[config.mk]
export PLATFORM = sky130hd
export DESIGN_NAME = bounded_priority_queue_top
export DESIGN_NICKNAME = d
export VERILOG_FILES = /design/src/rtl/core/bpq_pkg.sv /design/src/rtl/core/bpq_in_stage.sv /design/src/rtl/core/bpq_store.sv /design/src/rtl/core/bpq_out_stage.sv /design/src/rtl/core/bounded_priority_queue_top.sv
export SDC_FILE = /design/constraint.sdc
export NUM_CORES = 1
export LEC_CHECK = 0
export BUFFER_PORTS_ARGS = -buffer_cell sky130_fd_sc_hd__buf_2
export CELL_PAD_IN_SITES_DETAIL_PLACEMENT = 1
export CELL_PAD_IN_SITES_GLOBAL_PLACEMENT = 2
export CORE_MARGIN = 2
export CORE_UTILIZATION = 45
export DETAILED_ROUTE_END_ITERATION = 10
export GPL_ROUTABILITY_DRIVEN = 0
export GPL_TIMING_DRIVEN = 0
export PLACE_DENSITY = 0.89
export REMOVE_ABC_BUFFERS = 1
export SYNTH_ARGS = -nofsm -noshare
export SYNTH_HDL_FRONTEND = slang
export SYNTH_SLANG_ARGS = --single-unit
[constraint.sdc]
create_clock -name clk -period 4.9 [get_ports clk]
set_clock_uncertainty 0.15 [all_clocks]
set_input_delay 0.98 -clock clk [delete_from_list [all_inputs] [get_ports clk]]
set_output_delay 0.98 -clock clk [all_outputs]
set_load 0.02 [all_outputs]
[src/rtl/core/bpq_pkg.sv]
// Package for the bounded priority queue: field widths, request and result
// structs, command and status codes. No dependencies.
package bpq_pkg;

	localparam int CAPACITY_DEF       = 8;
	localparam int DATA_WIDTH_DEF     = 8;
	localparam int PRIORITY_WIDTH_DEF = 4;

	localparam int DATA_FIELD_W = 8;
	localparam int PRIO_FIELD_W = 4;
	localparam int OCC_FIELD_W  = 4;
	localparam int TDATA_W      = 16;

	typedef enum logic {
		CMD_ENQ = 1'b0,
		CMD_DEQ = 1'b1
	} cmd_t;

	typedef enum logic [1:0] {
		ST_OK    = 2'd0,
		ST_FULL  = 2'd1,
		ST_EMPTY = 2'd2
	} status_t;

	typedef struct packed {
		cmd_t                    cmd;
		logic [DATA_FIELD_W-1:0] data;
		logic [PRIO_FIELD_W-1:0] prio;
	} req_t;

	typedef struct packed {
		status_t                 status;
		logic [DATA_FIELD_W-1:0] data;
		logic [OCC_FIELD_W-1:0]  occ;
	} res_t;

endpackage

[src/rtl/core/bpq_in_stage.sv]
// Input register of the bounded priority queue: holds one request until the
// result register can take its outcome. Depends on bpq_pkg.
module bpq_in_stage (
	input  logic                 clk,
	input  logic                 arst_n,
	input  logic                 s_axis_tvalid,
	output logic                 s_axis_tready,
	input  logic [15:0]          s_axis_tdata,
	input  logic                 s_axis_tuser,
	input  logic                 advance,
	output bpq_pkg::req_t        req_s1,
	output logic                 fire
);
	import bpq_pkg::*;

	logic valid_s1;

	assign s_axis_tready = !valid_s1 || advance;
	assign fire          = valid_s1 && advance;

	always_ff @(posedge clk or negedge arst_n) begin
		if (!arst_n) begin
			valid_s1 <= 1'b0;
		end else if (s_axis_tvalid && s_axis_tready) begin
			valid_s1 <= 1'b1;
		end else if (advance) begin
			valid_s1 <= 1'b0;
		end
	end

	always_ff @(posedge clk) begin
		if (s_axis_tvalid && s_axis_tready) begin
			req_s1.cmd  <= cmd_t'(s_axis_tuser);
			req_s1.data <= s_axis_tdata[DATA_FIELD_W-1:0];
			req_s1.prio <= s_axis_tdata[DATA_FIELD_W+PRIO_FIELD_W-1:DATA_FIELD_W];
		end
	end

endmodule

[src/rtl/core/bpq_store.sv]
// Entry store of the bounded priority queue: a row of slots kept sorted by
// priority (oldest first among equals), with insert and head removal. Depends on bpq_pkg.
module bpq_store #(
	parameter int CAPACITY       = bpq_pkg::CAPACITY_DEF,
	parameter int DATA_WIDTH     = bpq_pkg::DATA_WIDTH_DEF,
	parameter int PRIORITY_WIDTH = bpq_pkg::PRIORITY_WIDTH_DEF
) (
	input  logic          clk,
	input  logic          arst_n,
	input  logic          fire,
	input  bpq_pkg::req_t req,
	output bpq_pkg::res_t res
);
	import bpq_pkg::*;

	localparam int CW = $clog2(CAPACITY + 1);
	localparam int DW = (DATA_WIDTH > DATA_FIELD_W) ? DATA_WIDTH : DATA_FIELD_W;
	localparam int PW = (PRIORITY_WIDTH > PRIO_FIELD_W) ? PRIORITY_WIDTH : PRIO_FIELD_W;

	logic [DATA_WIDTH-1:0]     data_q [CAPACITY];
	logic [PRIORITY_WIDTH-1:0] prio_q [CAPACITY];
	logic [CW-1:0]             count_q;

	logic [DATA_WIDTH-1:0]     data_d [CAPACITY];
	logic [PRIORITY_WIDTH-1:0] prio_d [CAPACITY];
	logic [CW-1:0]             count_d;
	logic [CAPACITY-1:0]       ge;
	logic                      write_en;

	logic [DW-1:0]             new_data_w;
	logic [PW-1:0]             new_prio_w;
	logic [DW-1:0]             head_data_w;
	logic [DATA_WIDTH-1:0]     new_data;
	logic [PRIORITY_WIDTH-1:0] new_prio;

	assign new_data_w  = DW'(req.data);
	assign new_prio_w  = PW'(req.prio);
	assign new_data    = new_data_w[DATA_WIDTH-1:0];
	assign new_prio    = new_prio_w[PRIORITY_WIDTH-1:0];
	assign head_data_w = DW'(data_q[0]);

	// The slots are sorted, so the held entries whose priority is at least the
	// new one form a run from slot zero; the new entry goes just after that run.
	always_comb begin
		for (int k = 0; k < CAPACITY; k++) begin
			ge[k] = (CW'(k) < count_q) && (prio_q[k] >= new_prio);
		end
	end

	always_comb begin
		data_d   = data_q;
		prio_d   = prio_q;
		count_d  = count_q;
		write_en = 1'b0;
		res.status = ST_OK;
		res.data   = '0;
		if (req.cmd == CMD_ENQ) begin
			if (count_q == CW'(CAPACITY)) begin
				res.status = ST_FULL;
			end else begin
				write_en = 1'b1;
				count_d  = count_q + CW'(1);
				if (!ge[0]) begin
					data_d[0] = new_data;
					prio_d[0] = new_prio;
				end
				for (int k = 1; k < CAPACITY; k++) begin
					if (!ge[k]) begin
						if (ge[k-1]) begin
							data_d[k] = new_data;
							prio_d[k] = new_prio;
						end else begin
							data_d[k] = data_q[k-1];
							prio_d[k] = prio_q[k-1];
						end
					end
				end
			end
		end else begin
			if (count_q == '0) begin
				res.status = ST_EMPTY;
			end else begin
				write_en = 1'b1;
				count_d  = count_q - CW'(1);
				res.data = head_data_w[DATA_FIELD_W-1:0];
				for (int k = 0; k < CAPACITY - 1; k++) begin
					data_d[k] = data_q[k+1];
					prio_d[k] = prio_q[k+1];
				end
			end
		end
		res.occ = OCC_FIELD_W'(count_d);
	end

	always_ff @(posedge clk or negedge arst_n) begin
		if (!arst_n) begin
			count_q <= '0;
		end else if (fire) begin
			count_q <= count_d;
		end
	end

	always_ff @(posedge clk) begin
		if (fire && write_en) begin
			data_q <= data_d;
			prio_q <= prio_d;
		end
	end

	a_count_bound: assert property (@(posedge clk) disable iff (!arst_n)
		count_q <= CW'(CAPACITY))
		else $error("entry count above capacity");

	a_enq_grows: assert property (@(posedge clk) disable iff (!arst_n)
		(fire && req.cmd == CMD_ENQ && count_q != CW'(CAPACITY))
		|=> count_q == $past(count_q) + CW'(1))
		else $error("accepted enqueue did not add an entry");

	a_deq_shrinks: assert property (@(posedge clk) disable iff (!arst_n)
		(fire && req.cmd == CMD_DEQ && count_q != '0)
		|=> count_q == $past(count_q) - CW'(1))
		else $error("dequeue did not remove an entry");

	for (genvar g = 0; g < CAPACITY - 1; g++) begin : g_order
		a_sorted: assert property (@(posedge clk) disable iff (!arst_n)
			(CW'(g + 1) < count_q) |-> (prio_q[g] >= prio_q[g+1]))
			else $error("held entries out of priority order");
	end

endmodule

[src/rtl/core/bpq_out_stage.sv]
// Result register of the bounded priority queue: holds one result until the
// downstream side takes it. Depends on bpq_pkg.
module bpq_out_stage (
	input  logic          clk,
	input  logic          arst_n,
	input  logic          fire,
	input  bpq_pkg::res_t res,
	output logic          advance,
	output logic          m_axis_tvalid,
	input  logic          m_axis_tready,
	output logic [15:0]   m_axis_tdata,
	output logic [1:0]    m_axis_tuser
);
	import bpq_pkg::*;

	res_t res_q;
	logic valid_q;

	assign advance       = !valid_q || m_axis_tready;
	assign m_axis_tvalid = valid_q;
	assign m_axis_tdata  = {{(TDATA_W - DATA_FIELD_W - OCC_FIELD_W){1'b0}}, res_q.occ,
		res_q.data};
	assign m_axis_tuser  = res_q.status;

	always_ff @(posedge clk or negedge arst_n) begin
		if (!arst_n) begin
			valid_q <= 1'b0;
		end else if (fire) begin
			valid_q <= 1'b1;
		end else if (m_axis_tready) begin
			valid_q <= 1'b0;
		end
	end

	always_ff @(posedge clk) begin
		if (fire) begin
			res_q <= res;
		end
	end

endmodule

[src/rtl/core/bounded_priority_queue_top.sv]
// Bounded priority queue, top level. An accepted request passes from the input register through
// the store into the result register once advance is high; its result is then offered downstream.
// Throughput: one request per cycle while advance is high (combinational sorted insert/remove).
// Reset (arst_n, asynchronous, active low) empties the queue and both registers;
// slot contents are not cleared, as a slot is only read once written.
// Depends on bpq_pkg, bpq_in_stage, bpq_store and bpq_out_stage.
module bounded_priority_queue_top #(
	parameter int CAPACITY       = bpq_pkg::CAPACITY_DEF,
	parameter int DATA_WIDTH     = bpq_pkg::DATA_WIDTH_DEF,
	parameter int PRIORITY_WIDTH = bpq_pkg::PRIORITY_WIDTH_DEF
) (
	input  logic        clk,
	input  logic        arst_n,
	input  logic        s_axis_tvalid,
	output logic        s_axis_tready,
	input  logic [15:0] s_axis_tdata,  // [7:0] payload, [11:8] priority_req, [15:12] zero
	input  logic        s_axis_tuser,  // [0] command: enqueue or dequeue
	output logic        m_axis_tvalid,
	input  logic        m_axis_tready,
	output logic [15:0] m_axis_tdata,  // [7:0] data_out, [11:8] occupancy, [15:12] zero
	output logic [1:0]  m_axis_tuser   // [1:0] status
);
	import bpq_pkg::*;

	// Request held in the input register, and the strobe that moves it through the
	// store into the result register. The store is updated in the same cycle.
	req_t req_s1;
	res_t res;
	logic fire;
	// High when the result register is free or is being emptied this cycle.
	logic advance;

	bpq_in_stage u_in (
		.clk           (clk),
		.arst_n        (arst_n),
		.s_axis_tvalid (s_axis_tvalid),
		.s_axis_tready (s_axis_tready),
		.s_axis_tdata  (s_axis_tdata),
		.s_axis_tuser  (s_axis_tuser),
		.advance       (advance),
		.req_s1        (req_s1),
		.fire          (fire)
	);

	// Entries are kept sorted by descending priority, oldest first among equals,
	// so the head slot is always the one a dequeue must return.
	bpq_store #(
		.CAPACITY       (CAPACITY),
		.DATA_WIDTH     (DATA_WIDTH),
		.PRIORITY_WIDTH (PRIORITY_WIDTH)
	) u_store (
		.clk    (clk),
		.arst_n (arst_n),
		.fire   (fire),
		.req    (req_s1),
		.res    (res)
	);

	bpq_out_stage u_out (
		.clk           (clk),
		.arst_n        (arst_n),
		.fire          (fire),
		.res           (res),
		.advance       (advance),
		.m_axis_tvalid (m_axis_tvalid),
		.m_axis_tready (m_axis_tready),
		.m_axis_tdata  (m_axis_tdata),
		.m_axis_tuser  (m_axis_tuser)
	);

endmodule
Yosys cells after proc, flatten, opt, wreduce, memory -nomap -nowiden
Cells that the tools add are included.
- reductions and logical operators: 27
- equal/unequal tests: 10
- mux-type cells: 49
- add/subtract/negate cells: 2
- $lt $le $gt $ge: 16
- bitwise gates (word level): 3
- operators with widths (kind ; count):
    two-way mux 8 bit ; 15
    two-way mux 56 bit ; 2
    two-way mux 4 bit ; 18
    two-way mux 64 bit ; 1
    two-way mux 28 bit ; 2
    >= comparator 4 bit ; 8
    two-way mux 32 bit ; 1
    AND reduction 4 bit ; 8
    != test 2 bit (second input constant) ; 9
    less-than comparator 3 x 4 -> 1 bit (first input constant) ; 4
    logical AND 1 bit ; 11
    less-than comparator 1 x 4 -> 1 bit (first input constant) ; 2
    less-than comparator 2 x 4 -> 1 bit (first input constant) ; 2
    two-way mux 1 bit ; 8
    adder 4 x 1 -> 4 bit (second input constant) ; 1
    equality test 4 bit (second input constant) ; 1
    logical NOT 4 bit ; 1
    two-way mux 2 bit ; 2
    nonzero test 2 bit ; 2
    subtractor 4 x 1 -> 4 bit (second input constant) ; 1
    inverter 1 bit ; 3
    logical NOT 1 bit ; 2
    logical OR 1 bit ; 2
    OR reduction 2 bit ; 1
- bits in registers: 129
- word-level logic and storage cells: 132
- input port bits: 21
- output and inout bits: 20

Longest topological paths before layout
- depth in word-level cells: 6
- gate-level depth with buffers: 8
- gate-level depth less buffers: 6

Cells and area by module
From an unflattened synthesis, not the netlist that was laid out.
- cells, all modules: 768
- area total of the unflattened synthesis: 8242.9 um^2
- modules (own cells, without submodules) (module ; cells an instance ; sequential area each (um^2) ; area an instance (um^2) ; instances):
    bpq_store ; 728 ; 2982.9 ; 7290.7 ; 1
    bpq_out_stage ; 22 ; 445.4 ; 501.7 ; 1
    bpq_in_stage ; 18 ; 415.4 ; 450.4 ; 1

Worst setup path after synthesis
Ideal clock, no wire load.
- path kind: reg-to-reg
- from: reg u_in.req_s1[0] (netlist name)
- to: reg u_store.data_q[10] (netlist name) (enable)
- period minus slack after synthesis: 3196 ps
- arrival time: 2642 ps
- library setup time: 404 ps
- cell stages (with the launch flop): 6
- path slack: 1704 ps
- cell sequence: edfxtp_1 ha_1 nand2b_1 a211o_1 a31o_2 a311oi_1
- cells in the longest elaborated chain, start to end: 4
- ends and longest elaborated chain (item ; RTL line ; source):
    >= comparator 4 bit ; bpq_store.sv:46 ; ge[k] = (CW'(k) < count_q) && (prio_q[k] >= new_prio);
    logical AND 1 bit ; bpq_store.sv:46 ;
    != test 2 bit (no line) ; -- ;
    AND reduction 4 bit (no line) ; -- ;
    to (signal assigned) ; bpq_store.sv:105 ; data_q <= data_d;
    to (decl) ; bpq_store.sv:20 ; logic [DATA_WIDTH-1:0] data_q [CAPACITY];
No other way between the ends.
A chain may end at the register's enable or synchronous reset.

Worst setup path after layout
- from: reg u_in.req_s1[2] (netlist name)
- to: reg u_store.prio_q[25] (netlist name) (enable)
- cells in the longest elaborated chain, start to end: 4
- ends and longest elaborated chain (item ; RTL line ; source):
    >= comparator 4 bit ; bpq_store.sv:46 ;
    logical AND 1 bit ; bpq_store.sv:46 ;
    != test 2 bit (no line) ; -- ;
    AND reduction 4 bit (no line) ; -- ;
    to (signal assigned) ; bpq_store.sv:106 ; prio_q <= prio_d;
    to (decl) ; bpq_store.sv:21 ; logic [PRIORITY_WIDTH-1:0] prio_q [CAPACITY];
No other way between the ends.

==> key figures <==
Status
  – Status: finished, final reports clean

Die
  – Die width: 141 µm
  – Die area: 0.0198 mm²
  – Row count: 49
  – Die height: 141 µm
  – CORE AREA: 0.0181 mm²
  – Starting Density: 46.3%
  – Ports: 41

Clocking
  – CTS tree: done
  – Clk Latency, worst-skew pair: 440 ps
  – Clk pin slew, worst setup/hold paths: 60 ps
  – Setup Buffers After CTS: 0
  – Num CTS Buffers: 17
  – CTS sink count: 129
  – CTS resizes: 0
  – H-Tree Depth: 4
  – CTS root buf: clkbuf_16
  – Hold-fix buffers, CTS: 0
  – Clock Tree Buf Depth: 2

Routing
  – Vias per inst: 7.00
  – Vias: 7169
  – Initial DRC count: 679
  – Drt wl/cell: 26.2 µm
  – First-pass DRT Iterations: 5
  – Number of remaining DRC errors: 0
  – Total Wirelength: 26.8 mm
  – Final ANT Viol Nets: 0

Timing
  – Post-layout minimum cycle time: 4070 ps
  – Setup WS post-layout: 832 ps
  – Slew Limit Fails: 0
  – Final setup viols: 0
  – Max transition margin: 16.6%
  – Final hold vios: 0
  – F_max: 0.246 GHz
  – RSZ-0062 raised after global routing: false
  – Worst-Margin Slew: 1250 ps
  – Final period util: 83.0%

Flow run
  – Max-cap violations: 0

Global routing
  – Vias in the first global route: 7573
  – First-pass GRT wire length: 42.4 mm
  – Tot GR Track Use: 27.5%
  – Total congestion overflow: 0
  – Largest net degree at the start of global routing: 44
  – Initial antenna violation count: 0

Critical path
  – CP max stage delay: 880 ps
  – CP max FO: 13
  – Crit path DAT: 3980 ps
  – Startpoint Class: flip-flop
  – Crit-path leading delay family: simple AND/OR/NAND/NOR gates
  – Critical Path Source: u_in.req_s1[2]$_DFFE_PP_
  – Worst Setup End Kind: flip-flop
  – Crit Reg-Reg Endpoint: u_store.prio_q[25]$_DFFE_PP_
  – Reg2Reg Depth: 6
  – Crit-path cells: inv_1 -> ha_1 -> o21a_1 -> nor2_1 -> or2_1 -> o31a_1
  – R2R Setup Slk: 830 ps
  – R2r startpoint: u_in.req_s1[2]$_DFFE_PP_
  – Slowest cell on the critical path: nor2_1
  – CP Data Required Time: 4810 ps
  – Critical path type: reg2reg
  – Worst Path Buf+Inv: 1

Final layout
  – Util after Layout: 50.8%
  – Area Overhead vs Synth: 9.79%
  – Layout cell share with drive strength beyond 1: 13.5%
  – Post-Layout Cell Count: 1024
  – Antenna diodes: 0
  – FILL cells: 1936
  – Nets@finish: 838

Power
  – IR drop worst, VDD: 0.328 mV
  – Leak pwr: 3.21 nW
  – PD cells: 588 mW/mm²

Synth
  – Mapped Area: 0.00840 mm²
  – Post-synth EDFFs: 123
  – Distinct cells, synth: 61
  – Asr flop ratio synth: 4.65%
  – Most used DFF post-synth: edfxtp_1
  – Synthesized flop and latch total: 129
  – Synthesis Warnings: 0
  – Syn avg cell area: 10.5 µm²
  – Gate Count Post-Synth: 803
  – Sequential fraction of the synthesis area: 45.8%

Place
  – Port bufs: 32
  – Dpl cells: 992
  – Place WS: 951 ps
  – Detail Placement HPWL: 18.3 mm

Hold path
  – Worst Hold Class: in2async
==> synthesized netlist by cell type (all sizes together), types with 7 or more instances <==
cell type | instances | area share (%)
a22oi | 10 | 0.89
o211ai | 35 | 3.1
nor3b | 12 | 1.1
a211o | 13 | 1.4
or2 | 9 | 0.67
inv | 29 | 1.3
clkbuf | 30 | 1.4
o21ai | 37 | 2.2
edfxtp | 123 | 44
a311oi | 13 | 1.4
a22o | 13 | 1.4
nand3 | 24 | 1.4
a31oi | 14 | 1.0
o311ai | 35 | 3.6
nor3 | 15 | 0.95
a311o | 38 | 4.5
nand2b | 12 | 1.3
ha | 35 | 5.2
a21oi | 22 | 1.5
nand2 | 87 | 3.9
buf | 53 | 4.2
o21a | 7 | 0.63
nor4 | 39 | 3.0
and3 | 20 | 1.5
nor2 | 35 | 1.6
==> cells by family (layout without fill, tap and decap cells) <==
family | after synthesis | after routing | share of synthesized area (%)
compound gates | 257 | 257 | 25.0
fa+ha+maj | 35 | 35 | 5.21
flops | 129 | 129 | 45.8
simple gates | 264 | 264 | 16.6
buf+inv | 112 | 101 | 6.85
mux | 2 | 2 | 0.268
xor+xnor | 3 | 3 | 0.313
other cells | 1 | 4 | 0.0446
==> per-layer routing <==
| metal | vias to the layer above | part of all wire, % | track usage [%] |
|---|---|---|---|
| met3 | 57 | 5.1 | 4.25 |
| li1 | 3146 | - | - |
| met4 | 0 | 3.0 | 11.5 |
| met1 | 3687 | 42 | 35.0 |
| met5 | - | 0 | 0 |
| met2 | 279 | 50 | 47.0 |
==> final cells by class <==
cell class,count,area (µm²),area share (%)
clock buffer,17,425,4.61
clock inverter,15,181,1.97
inverter,29,109,1.18
multi-input combinational,565,4020,43.6
sequential,129,3840,41.7
tap,229,287,3.11
timing repair buffer,40,353,3.83
==> cells in the final DEF, fill, tap and decap left out, types with 6 or more instances in the layout <==
master,count
edfxtp_1,123
nand2_1,87
nor4_1,38
a311o_1,38
o211ai_1,35
nor2_1,34
ha_1,34
buf_2,32
inv_1,27
o21ai_0,26
nand3_1,24
and3_1,20
a21oi_1,18
o311ai_0,18
o311ai_1,17
clkbuf_16,17
nor3_1,14
a22o_1,13
a31oi_1,13
a211o_1,13
a311oi_1,12
o21ai_1,11
nor3b_1,11
a22oi_1,10
o21a_1,7
nand2b_1,7
a2111oi_4,6
buf_16,6
dfrtp_1,6
==> sequential cells by signal (all words and copies together), names as in the netlist <==
signal / flops
u_in.req_s1: 13
u_in.valid_s1: 1
u_out.m_axis_tdata: 12
u_out.m_axis_tuser: 2
u_out.m_axis_tvalid: 1
u_store.count_q: 4
u_store.data_q: 56
u_store.head_data_w: 8
u_store.prio_q: 32
==> worst reg2reg max path: stages (launching register included) <==
cell and delay [ps]:
edfxtp_1 500, inv_1 390, ha_1 310, o21a_1 160, nor2_1 880, or2_1 590, o31a_1 720
==> power by group <==
group          switching [W]  internal (W)  leakage (nW)
sequential          0.000306       0.00164          1.24
clock               0.000543      0.000806         0.296
combinational        0.00139      0.000736          1.67
total                0.00224       0.00318          3.21
==> worst max path at each step <==
stage,to,cells after the start
finish,u_store.prio_q[25]$_DFFE_PP_,6
global route,u_store.prio_q[27]$_DFFE_PP_,6
CTS,u_store.prio_q[25]$_DFFE_PP_,6
detailed placement,u_store.data_q[49]$_DFFE_PP_,6
global placement,u_store.data_q[8]$_DFFE_PP_,2
floorplan,u_store.data_q[10]$_DFFE_PP_,2
==> stage by stage <==
step | TNS, ps | area [µm²] | power (W) | hold slack, ps
after global placement | -350000 | 8390 | 0.00380 | 357
after detailed placement | 0 | 8600 | 0.00400 | 389
final | 0 | 9220 | 0.00542 | 232
after floorplan | -9630 | 7940 | 0.00329 | 329
after global routing | 0 | 9220 | 0.00567 | 232
after CTS | 0 | 9210 | 0.00537 | 232
Note: power is estimated with default switching activity, not from simulation.
